==> src/hw/rtl/ones_complement_sum_stream_assert.svh <==
// Assertion macros for the ones' complement checksum stream block.
// Depends on signals named clk and rst_n at the place of use.
// Simulation gets real assertions; synthesis gets empty bodies.
`ifndef ONES_COMPLEMENT_SUM_STREAM_ASSERT_SVH
`define ONES_COMPLEMENT_SUM_STREAM_ASSERT_SVH

`ifndef SYNTHESIS

// Clocked assertion, switched off while reset is held.
`define OCS_ASSERT(lbl, prop, msg) \
  lbl: assert property (@(posedge clk) disable iff (!rst_n) prop) else $error(msg);

// Clocked assertion that is also checked across reset.
`define OCS_ASSERT_RST(lbl, prop, msg) \
  lbl: assert property (@(posedge clk) prop) else $error(msg);

`else

`define OCS_ASSERT(lbl, prop, msg)
`define OCS_ASSERT_RST(lbl, prop, msg)

`endif

`endif

==> src/hw/rtl/ocs_pkg.sv <==
// Shared constants and types for the ones' complement checksum stream block.
// No dependencies; imported by ones_complement_sum_stream, ocs_stream_checker and tb.
`default_nettype none

package ocs_pkg;

  // Fixed field widths of the stream transactions.
  localparam int DATA_W       = 64;
  localparam int DATA_BYTES   = DATA_W / 8;
  localparam int COUNT_W      = 4;
  localparam int SUM_W        = 16;
  localparam int IN_TDATA_W   = 72;
  localparam int OUT_TDATA_W  = 24;

  // Sum of up to DATA_BYTES / 2 bytes of one lane parity.
  localparam int HALF_ACC_W   = 11;
  // Weighted total before folding: high half shifted up by one byte.
  localparam int WIDE_W       = HALF_ACC_W + 8 + 1;

  // Default lane count of the data path.
  localparam int LANES_DEF    = 8;

  // Contents of the first pipeline register. Both phase variants of the
  // folded item total are kept so the running loop only selects one.
  typedef struct packed {
    logic [SUM_W-1:0] fold_even;
    logic [SUM_W-1:0] fold_odd;
    logic             cnt_odd;
    logic             start;
  } ocs_stage_t;

endpackage

`default_nettype wire

==> src/hw/rtl/ones_complement_sum_stream.sv <==
// Pipeline: an accepted transaction is registered in the stage-one register, then folded
// into the running-sum result register that drives out_*. Throughput: one transaction per clock
// while out_tready is high. The rate is set by the accumulate loop on the 16-bit running sum.
// Reset (rst_n low, synchronous) empties both pipeline registers and clears
// the running sum to zero and the byte phase to even.
// Depends on ocs_pkg and ones_complement_sum_stream_assert.svh.
`default_nettype none

`include "ones_complement_sum_stream_assert.svh"

module ones_complement_sum_stream
  import ocs_pkg::*;
#(
  parameter int LANES = LANES_DEF
) (
  input  wire logic                   clk,
  input  wire logic                   rst_n,

  // Input stream. in_tdata, from bit 0 up: data_bytes[63:0], byte_count[67:64],
  // zero fill [71:68].
  input  wire logic                   in_tvalid,
  output      logic                   in_tready,
  input  wire logic [IN_TDATA_W-1:0]  in_tdata,
  // in_tuser: start_new (bit 0).
  input  wire logic                   in_tuser,

  // Result stream. out_tdata, from bit 0 up: running_sum[15:0], odd_phase[16],
  // zero fill [23:17].
  output      logic                   out_tvalid,
  input  wire logic                   out_tready,
  output      logic [OUT_TDATA_W-1:0] out_tdata
);

  // Only the first eight lanes carry data; lanes above that read as zero
  // and only advance the byte phase.
  localparam int   DATA_LANES = (LANES < DATA_BYTES) ? LANES : DATA_BYTES;
  localparam logic LANES_ODD  = 1'(LANES % 2);

  // Two-step end-around carry fold of the weighted item total.
  function automatic logic [SUM_W-1:0] fold_wide(input logic [WIDE_W-1:0] w);
    logic [SUM_W:0] t;
    t = {1'b0, w[SUM_W-1:0]} + {{(SUM_W+1-(WIDE_W-SUM_W)){1'b0}}, w[WIDE_W-1:SUM_W]};
    return t[SUM_W-1:0] + {{(SUM_W-1){1'b0}}, t[SUM_W]};
  endfunction

  // --------------------------------------------------------------------
  // Input unpacking.
  // --------------------------------------------------------------------
  logic [DATA_W-1:0]  in_data;
  logic [COUNT_W-1:0] in_count;

  assign in_data  = in_tdata[DATA_W-1:0];
  assign in_count = in_tdata[DATA_W +: COUNT_W];

  // --------------------------------------------------------------------
  // Stage one: split the valid bytes by lane parity and fold the item total
  // for both possible starting phases. This part does not depend on the
  // running state, so it sits before the accumulate loop.
  // --------------------------------------------------------------------
  logic [HALF_ACC_W-1:0] even_acc;
  logic [HALF_ACC_W-1:0] odd_acc;
  logic                  cnt_odd;
  ocs_stage_t            stage_nxt;

  always_comb begin
    even_acc = '0;
    odd_acc  = '0;
    for (int k = 0; k < DATA_LANES; k++) begin
      if ({{(32-COUNT_W){1'b0}}, in_count} > 32'(k)) begin
        if ((k % 2) == 0) begin
          even_acc = even_acc + {{(HALF_ACC_W-8){1'b0}}, in_data[8*k +: 8]};
        end else begin
          odd_acc = odd_acc + {{(HALF_ACC_W-8){1'b0}}, in_data[8*k +: 8]};
        end
      end
    end
  end

  // Counts above the lane count are clipped to it, so only its parity matters.
  assign cnt_odd = ({{(32-COUNT_W){1'b0}}, in_count} > 32'(LANES)) ? LANES_ODD : in_count[0];

  always_comb begin
    // Even phase at item start: lane 0 is the low byte of a word.
    stage_nxt.fold_even = fold_wide({1'b0, odd_acc, 8'h00} + {9'd0, even_acc});
    // Odd phase at item start: lane 0 is the high byte of a word.
    stage_nxt.fold_odd  = fold_wide({1'b0, even_acc, 8'h00} + {9'd0, odd_acc});
    stage_nxt.cnt_odd   = cnt_odd;
    stage_nxt.start     = in_tuser;
  end

  // --------------------------------------------------------------------
  // Handshake. The running state doubles as the result register: a new
  // transaction is folded in once the previous result has been taken.
  // While a result waits, the stage-one register accepts only if it is empty.
  // --------------------------------------------------------------------
  ocs_stage_t       stage_r;
  logic             stage_valid_r;
  logic             out_valid_r;
  logic [SUM_W-1:0] sum_r;
  logic             phase_r;
  logic             out_load;
  logic             in_fire;

  assign out_load  = stage_valid_r && (!out_valid_r || out_tready);
  assign in_tready = !stage_valid_r || out_load;
  assign in_fire   = in_tvalid && in_tready;

  always_ff @(posedge clk) begin
    if (!rst_n) begin
      stage_valid_r <= 1'b0;
    end else if (in_tready) begin
      stage_valid_r <= in_tvalid;
    end
  end

  always_ff @(posedge clk) begin
    if (in_fire) begin
      stage_r <= stage_nxt;
    end
  end

  // --------------------------------------------------------------------
  // Stage two: the accumulate loop. A start flag clears the sum and the
  // phase before this transaction is added. One end-around fold is enough
  // here because two 16-bit values sum to at most 17 bits.
  // --------------------------------------------------------------------
  logic [SUM_W-1:0] base_sum;
  logic             base_phase;
  logic [SUM_W-1:0] item_fold;
  logic [SUM_W:0]   raw_sum;
  logic [SUM_W-1:0] sum_nxt;
  logic             phase_nxt;

  always_comb begin
    base_sum   = stage_r.start ? '0 : sum_r;
    base_phase = stage_r.start ? 1'b0 : phase_r;
    item_fold  = base_phase ? stage_r.fold_odd : stage_r.fold_even;
    raw_sum    = {1'b0, base_sum} + {1'b0, item_fold};
    sum_nxt    = raw_sum[SUM_W-1:0] + {{(SUM_W-1){1'b0}}, raw_sum[SUM_W]};
    phase_nxt  = base_phase ^ stage_r.cnt_odd;
  end

  always_ff @(posedge clk) begin
    if (!rst_n) begin
      sum_r       <= '0;
      phase_r     <= 1'b0;
      out_valid_r <= 1'b0;
    end else begin
      if (out_load) begin
        sum_r   <= sum_nxt;
        phase_r <= phase_nxt;
      end
      if (out_load) begin
        out_valid_r <= 1'b1;
      end else if (out_tready) begin
        out_valid_r <= 1'b0;
      end
    end
  end

  assign out_tvalid = out_valid_r;
  assign out_tdata  = {{(OUT_TDATA_W-SUM_W-1){1'b0}}, phase_r, sum_r};

  // --------------------------------------------------------------------
  // Assertions.
  // --------------------------------------------------------------------
  // Adding a nonzero folded total can never give a zero sum.
  `OCS_ASSERT(a_nonzero_add, out_load && (item_fold != '0) |=> (sum_r != '0), "sum went to zero after nonzero add")
  // After a start flag, the new phase is just the item's byte count parity.
  `OCS_ASSERT(a_start_phase, out_load && stage_r.start |=> (phase_r == $past(stage_r.cnt_odd)), "phase not restarted on start")
  // An occupied first stage only takes a new transaction while it drains.
  `OCS_ASSERT(a_no_overwrite, in_fire && stage_valid_r |-> out_load, "stage one overwritten")
  // Reset leaves both pipeline registers empty.
  `OCS_ASSERT_RST(a_reset_empty, !rst_n |=> !stage_valid_r && !out_valid_r && (sum_r == '0), "pipeline not empty after reset")

endmodule

`default_nettype wire

==> config.mk <==
export PLATFORM = sky130hd
export DESIGN_NAME = ones_complement_sum_stream
export DESIGN_NICKNAME = d
export VERILOG_FILES = /design/src/hw/rtl/ocs_pkg.sv /design/src/hw/rtl/ones_complement_sum_stream.sv
export VERILOG_INCLUDE_DIRS = /design/src /design/src/hw/rtl
export SDC_FILE = /design/constraint.sdc
export NUM_CORES = 1
export LEC_CHECK = 0
export CORE_ASPECT_RATIO = 1.25
export CORE_MARGIN = 2
export CORE_UTILIZATION = 67
export DETAILED_ROUTE_END_ITERATION = 7
export DONT_BUFFER_PORTS = 1
export GPL_ROUTABILITY_DRIVEN = 0
export GPL_TIMING_DRIVEN = 0
export HOLD_SLACK_MARGIN = 0.03
export PLACE_DENSITY_LB_ADDON = 0.1
export SYNTH_ARGS = -nofsm -noshare
export SYNTH_HDL_FRONTEND = slang
export SYNTH_SLANG_ARGS = --single-unit
==> constraint.sdc <==
create_clock -name clk -period 11.4 [get_ports clk]
set_clock_uncertainty 0.2 [all_clocks]
set_input_delay 1.14 -clock clk [delete_from_list [all_inputs] [get_ports clk]]
set_output_delay 1.14 -clock clk [all_outputs]
set_load 0.02 [all_outputs]
Yosys cells after proc, flatten, opt, wreduce, memory -nomap -nowiden

Index checks and enable logic that the tools add are counted.

Flip-flop bits (word level): 53
Bits of input ports: 77
Output and inout port bits: 26
Logic and storage cells: 52

$add $sub $neg: 14
$lt $le $gt $ge: 9
Multiplexer cells: 13
Bitwise gates (word level): 1
Reductions and logical operators: 7

Operators by type and width:

| operator                                            | number |
|---|---|
| adder 11 x 8 -> 11 bit                              | 6 |
| two-way mux 11 bit                                  | 6 |
| adder 16 x 1 -> 16 bit                              | 3 |
| adder 19 x 11 -> 20 bit                             | 2 |
| adder 16 x 4 -> 17 bit                              | 2 |
| two-way mux 16 bit                                  | 2 |
| adder 16 x 16 -> 17 bit                             | 1 |
| > comparator 4 x 3 -> 1 bit (second input constant) | 4 |
| two-way mux 8 bit                                   | 2 |
| > comparator 4 x 1 -> 1 bit (second input constant) | 2 |
| > comparator 4 x 2 -> 1 bit (second input constant) | 2 |
| > comparator 4 bit (second input constant)          | 1 |
| two-way mux 1 bit                                   | 3 |
| logical AND 1 bit                                   | 2 |
| zero test 1 bit                                     | 2 |
| logical OR 1 bit                                    | 2 |
| nonzero test 2 bit                                  | 1 |
| XOR 1 bit                                           | 1 |

Depth between registers and ports, before layout

Depth in word-level cells: 11
Gate-level depth with buffers: 46
Gate-level depth less buffers: 44

Least setup slack after synthesis

Ideal clock, no wire load.

Kind: input to register
From: in in_tdata[64]
To: reg stage_r[33] (netlist bit), data pin
Setup time: 0.260 ns
Arrival: 9.614 ns
Data required time: 10.940 ns
Path slack: 1.326 ns
Stages: 44
Buffers on the path: 2
Path through: buf_2 > or4_1 > buf_2 > and2_1 > ha_1 > a211oi_1 > nor2_1 > o31ai_1 > ha_1 > a21o_1 > nand2_1 > nand3b_1 > xor2_1 > a21o_1 > ha_1 > a21o_1 > a31oi_1 > nor2b_1 > [... 8 more ...] > nand2_1 > nor2_1 > xor2_1 > ha_1 > inv_1 > fa_1 > nor2b_1 > o21ai_0 > nor2b_1 > or3_1 > nor3_1 > ha_1 > nand4_1 > or3_1 > or4_4 > nor3b_2 > nand3_1 > xnor2_1

RTL lines:

| what                 | RTL line                          | RTL |
|---|---|---|
| start, declared      | ones_complement_sum_stream.sv:23  | `input wire logic [IN_TDATA_W-1:0] in_tdata,` |
| end signal, assigned | ones_complement_sum_stream.sv:118 | `stage_r <= stage_nxt;` |
| end, declared        | ones_complement_sum_stream.sv:96  | `ocs_stage_t stage_r;` |

==> flow_metrics.tcl <==
set metrics [dict create \
    tritoncts "built" \
    ant_nets 0 \
    cp-startpoint "in_tdata[67]" \
    worst_r2r_path_depth 23 \
    internal-power_uw 857.1 \
    vias 6820 \
    htreeDepth 2 \
    maxSlewHeadroom_pct 50.83 \
    grtUsageTotal_pct 27.84 \
    synth_edf_count 34 \
    ys_warn_count 0 \
    finalSetupViolCount 0 \
    cap_violations 0 \
    switching_share_pct 46.24 \
    drt_iter0_drc 278 \
    endpoint "stage_r[17]" \
    grt_pass1_wl_um 28940 \
    viasPerCell 6.062 \
    crit_path_max_fanout 10 \
    r2r-start "stage_r[0]" \
    clock_sinks 53 \
    drt-wirelength-per-cell_um 15.76 \
    dr.pass1.iters 6 \
    num_io_pins 103 \
    tightest_slew_ns 0.7376 \
    clk_latency_ns 0.30 \
    die_area_um2 12660 \
    hold_buffers 0 \
    start_kind "input pin" \
    r2r-end "sum_r[15]" \
    crit_path_top_delay_cell "fa_1" \
    final.setup.worst_slack_ns 0.4334 \
    hold_path_class "register to register" \
    r2r_slack_ns 5.90 \
    tns_ns 0 \
    comb_power_share_pct 69.9 \
    vdd_drop_max_mv 0.1061 \
    grt_overflow 0 \
    crit_arrival_ns 10.80 \
    crit_top_cell "ha_1" \
    layout.nets 1157 \
    grt_max_degree 35 \
    root_buffer "clkbuf_16" \
    pwr-share-seq_pct 20.3 \
    drive_gt1_share_pct 9.220 \
    p_leak_nw 3.476 \
    holdPathStages 2 \
    die_w_um 101.0 \
    cpPeakStageDelay_ns 0.41 \
    timing.final.crit_share_pct 96.20 \
    p_per_area_nw_per_um2 191.8 \
    status "finished clean" \
    netlist_instances 970 \
    numCtsBuffers 5 \
    clk_pin_slew_ns 0.07 \
    start_util_pct 68.20 \
    ys_seq_area_share_pct 17.77 \
    area_delta_synth_final_pct 5.411 \
    ys_seq_elements 53 \
    fp.dieH_um 125.3 \
    drc_errors 0 \
    syn_area_um2 7885 \
    routed_wl_um 17730 \
    insertedDiodeCount 0 \
    cts_max_path_buffers 2 \
    synthFlopType "edfxtp_1" \
    max_freq_mhz 91.19 \
    endpoint_kind "register" \
    min_period_ns 10.97 \
    yosysUniqueCellTypes 81 \
    slew_viol_final 0 \
    synthArstFlopShare_pct 0 \
    core-area_um2 11560 \
    antenna_found_initial 0 \
    syn-mean-instance-area_um2 8.129 \
    dp_slack_ns -0.7958 \
    hold_violations 0 \
    dp_hpwl_um 14830 \
    clkPwrFrac_pct 9.9 \
    numPortBuffers 0 \
    n_fill_cell 961 \
    p_sw_uw 737.3 \
    grt_pass1_vias 6553 \
    hold_ws_ns 0.3230 \
    path_class "input pin to register" \
    row_count 44 \
    cp.required_ns 11.23 \
]
## critical path: cells and delay by family
kind	cells	cell delay, ns
buf+inv	4	0.58
fa+ha+maj	8	2.31
simple gates	16	3.14
xor+xnor	3	0.55
mux	1	0.26
compound gates	12	2.78
## routing by layer
metal	global-route usage [%]	part of all wire [%]	vias up	wire, um
met5	0	0	-	0
li1	-	-	3524	-
met1	29.02	39	3122	6911
met4	11.76	3.8	0	671
met3	3.242	3.2	37	567
met2	54.39	54	137	9579
## how the worst min path moves through the flow
stage | start | endpoint | slack (ns)
after detailed placement | stage_valid_r | stage_valid_r | 0.32
after floorplan | stage_valid_r | out_tvalid | 0.28
after CTS | stage_valid_r | stage_valid_r | 0.33
after global placement | stage_valid_r | out_tvalid | 0.29
final | stage_valid_r | out_tvalid | 0.32
after global routing | stage_valid_r | out_tvalid | 0.40
## what timing repair did
item / CTS / global route
resized for setup: 3 / 10
setup endpoints to repair: 9 / 12
setup buffers: 0 / 2
pin swaps: 0 / 1
gates cloned: 0 / 0
## sequential cells by signal, indices dropped and copies added, names as in the netlist
register and count:
sum_r 16, stage_r 34, stage_valid_r 1, phase_r 1, out_tvalid 1
## final cells by class
cell class	count	area [um^2]	share of cell area, %
flip-flops and latches	53	1401	16.86
well taps	138	172.7	2.077
plain buffers	37	229.0	2.755
clock inverters	2	17.52	0.2107
clock buffers	6	138.9	1.671
inverters	49	183.9	2.213
multi-input cells	838	6153	74.03
repair buffers	2	15.01	0.1806
## cell usage in the layout (no fill, tap or decap), types with 12 or more instances in the layout
| cell | n |
|---|---|
| inv_1 | 47 |
| xnor2_1 | 72 |
| a21oi_1 | 64 |
| ha_1 | 83 |
| dfxtp_1 | 19 |
| edfxtp_1 | 34 |
| o21a_1 | 12 |
| nand3_1 | 23 |
| xor2_1 | 46 |
| mux2i_1 | 14 |
| nand2b_1 | 14 |
| o21ai_0 | 44 |
| clkbuf_1 | 14 |
| nor2b_1 | 38 |
| a211oi_1 | 27 |
| buf_4 | 12 |
| mux2_2 | 24 |
| and3_1 | 18 |
| a21o_1 | 23 |
| nand2_1 | 55 |
| nor2_1 | 91 |
| nor3_1 | 22 |
## cells by family (layout without fill, tap and decap cells)
family,Yosys count,after routing,share of synthesized area (%)
AO/OA/AOI/OAI,237,237,19.82
XOR/XNOR,118,118,13.11
adder cells (fa/ha/maj),95,95,15.99
buffers and inverters,87,96,5.284
flip-flops,53,53,17.77
multiplexers,39,39,5.379
other,1,9,0.04756
AND/OR/NAND/NOR,340,340,22.60
## power groups by stage
stage          clock network [mW]  logic [mW]  registers, mW
2_1_floorplan                   0       0.895          0.319
3_3_place_gp                    0        1.07          0.324
3_5_place_dp                    0        1.09          0.328
4_1_cts                     0.159        1.10          0.324
5_1_grt                     0.167        1.24          0.329
6_report                    0.157        1.11          0.323
## synth_stat cells, types with 6 or more instances
cell type   n  share of area, %
nor2b_1    38               3.0
buf_6       6              0.86
nor3b_1     8              0.76
edfxtp_1   34                13
buf_2       6              0.38
or2_2       6              0.48
nand4_1     6              0.48
o21ai_0    46               2.9
and3_1     18               1.4
nand2_1    55               2.6
xor2_1     46               5.1
buf_4      10              0.95
nor3_1     24               1.5
o21a_1     12               1.1
nor2_1     92               4.4
clkbuf_1   15              0.71
xnor2_1    72               8.0
a31oi_1    10              0.79
a21oi_1    64               4.1
inv_1      47               2.2
dfxtp_1    19               4.8
a21o_1     23               2.2
ha_1       84                13
nand3_1    23               1.5
fa_1       10               2.5
o31ai_1     9              0.86
or3_1       9              0.71
nand2b_1   14               1.1
and2_1     10              0.79
mux2i_1    14               1.8
a211oi_1   28               2.7
or4_1       6              0.57
mux2_2     24               3.4
## stage by stage
step,std cells,area (um^2),utilization [%],power (mW)
2_1_floorplan,978,7915,-,1.214
3_3_place_gp,1116,8088,69.96,1.395
3_5_place_dp,1116,8088,69.96,1.419
4_1_cts,1124,8260,71.45,1.584
5_1_grt,1125,8312,71.89,1.735
6_report,1125,8312,71.89,1.594
Note: power is estimated with default switching activity, not from simulation.
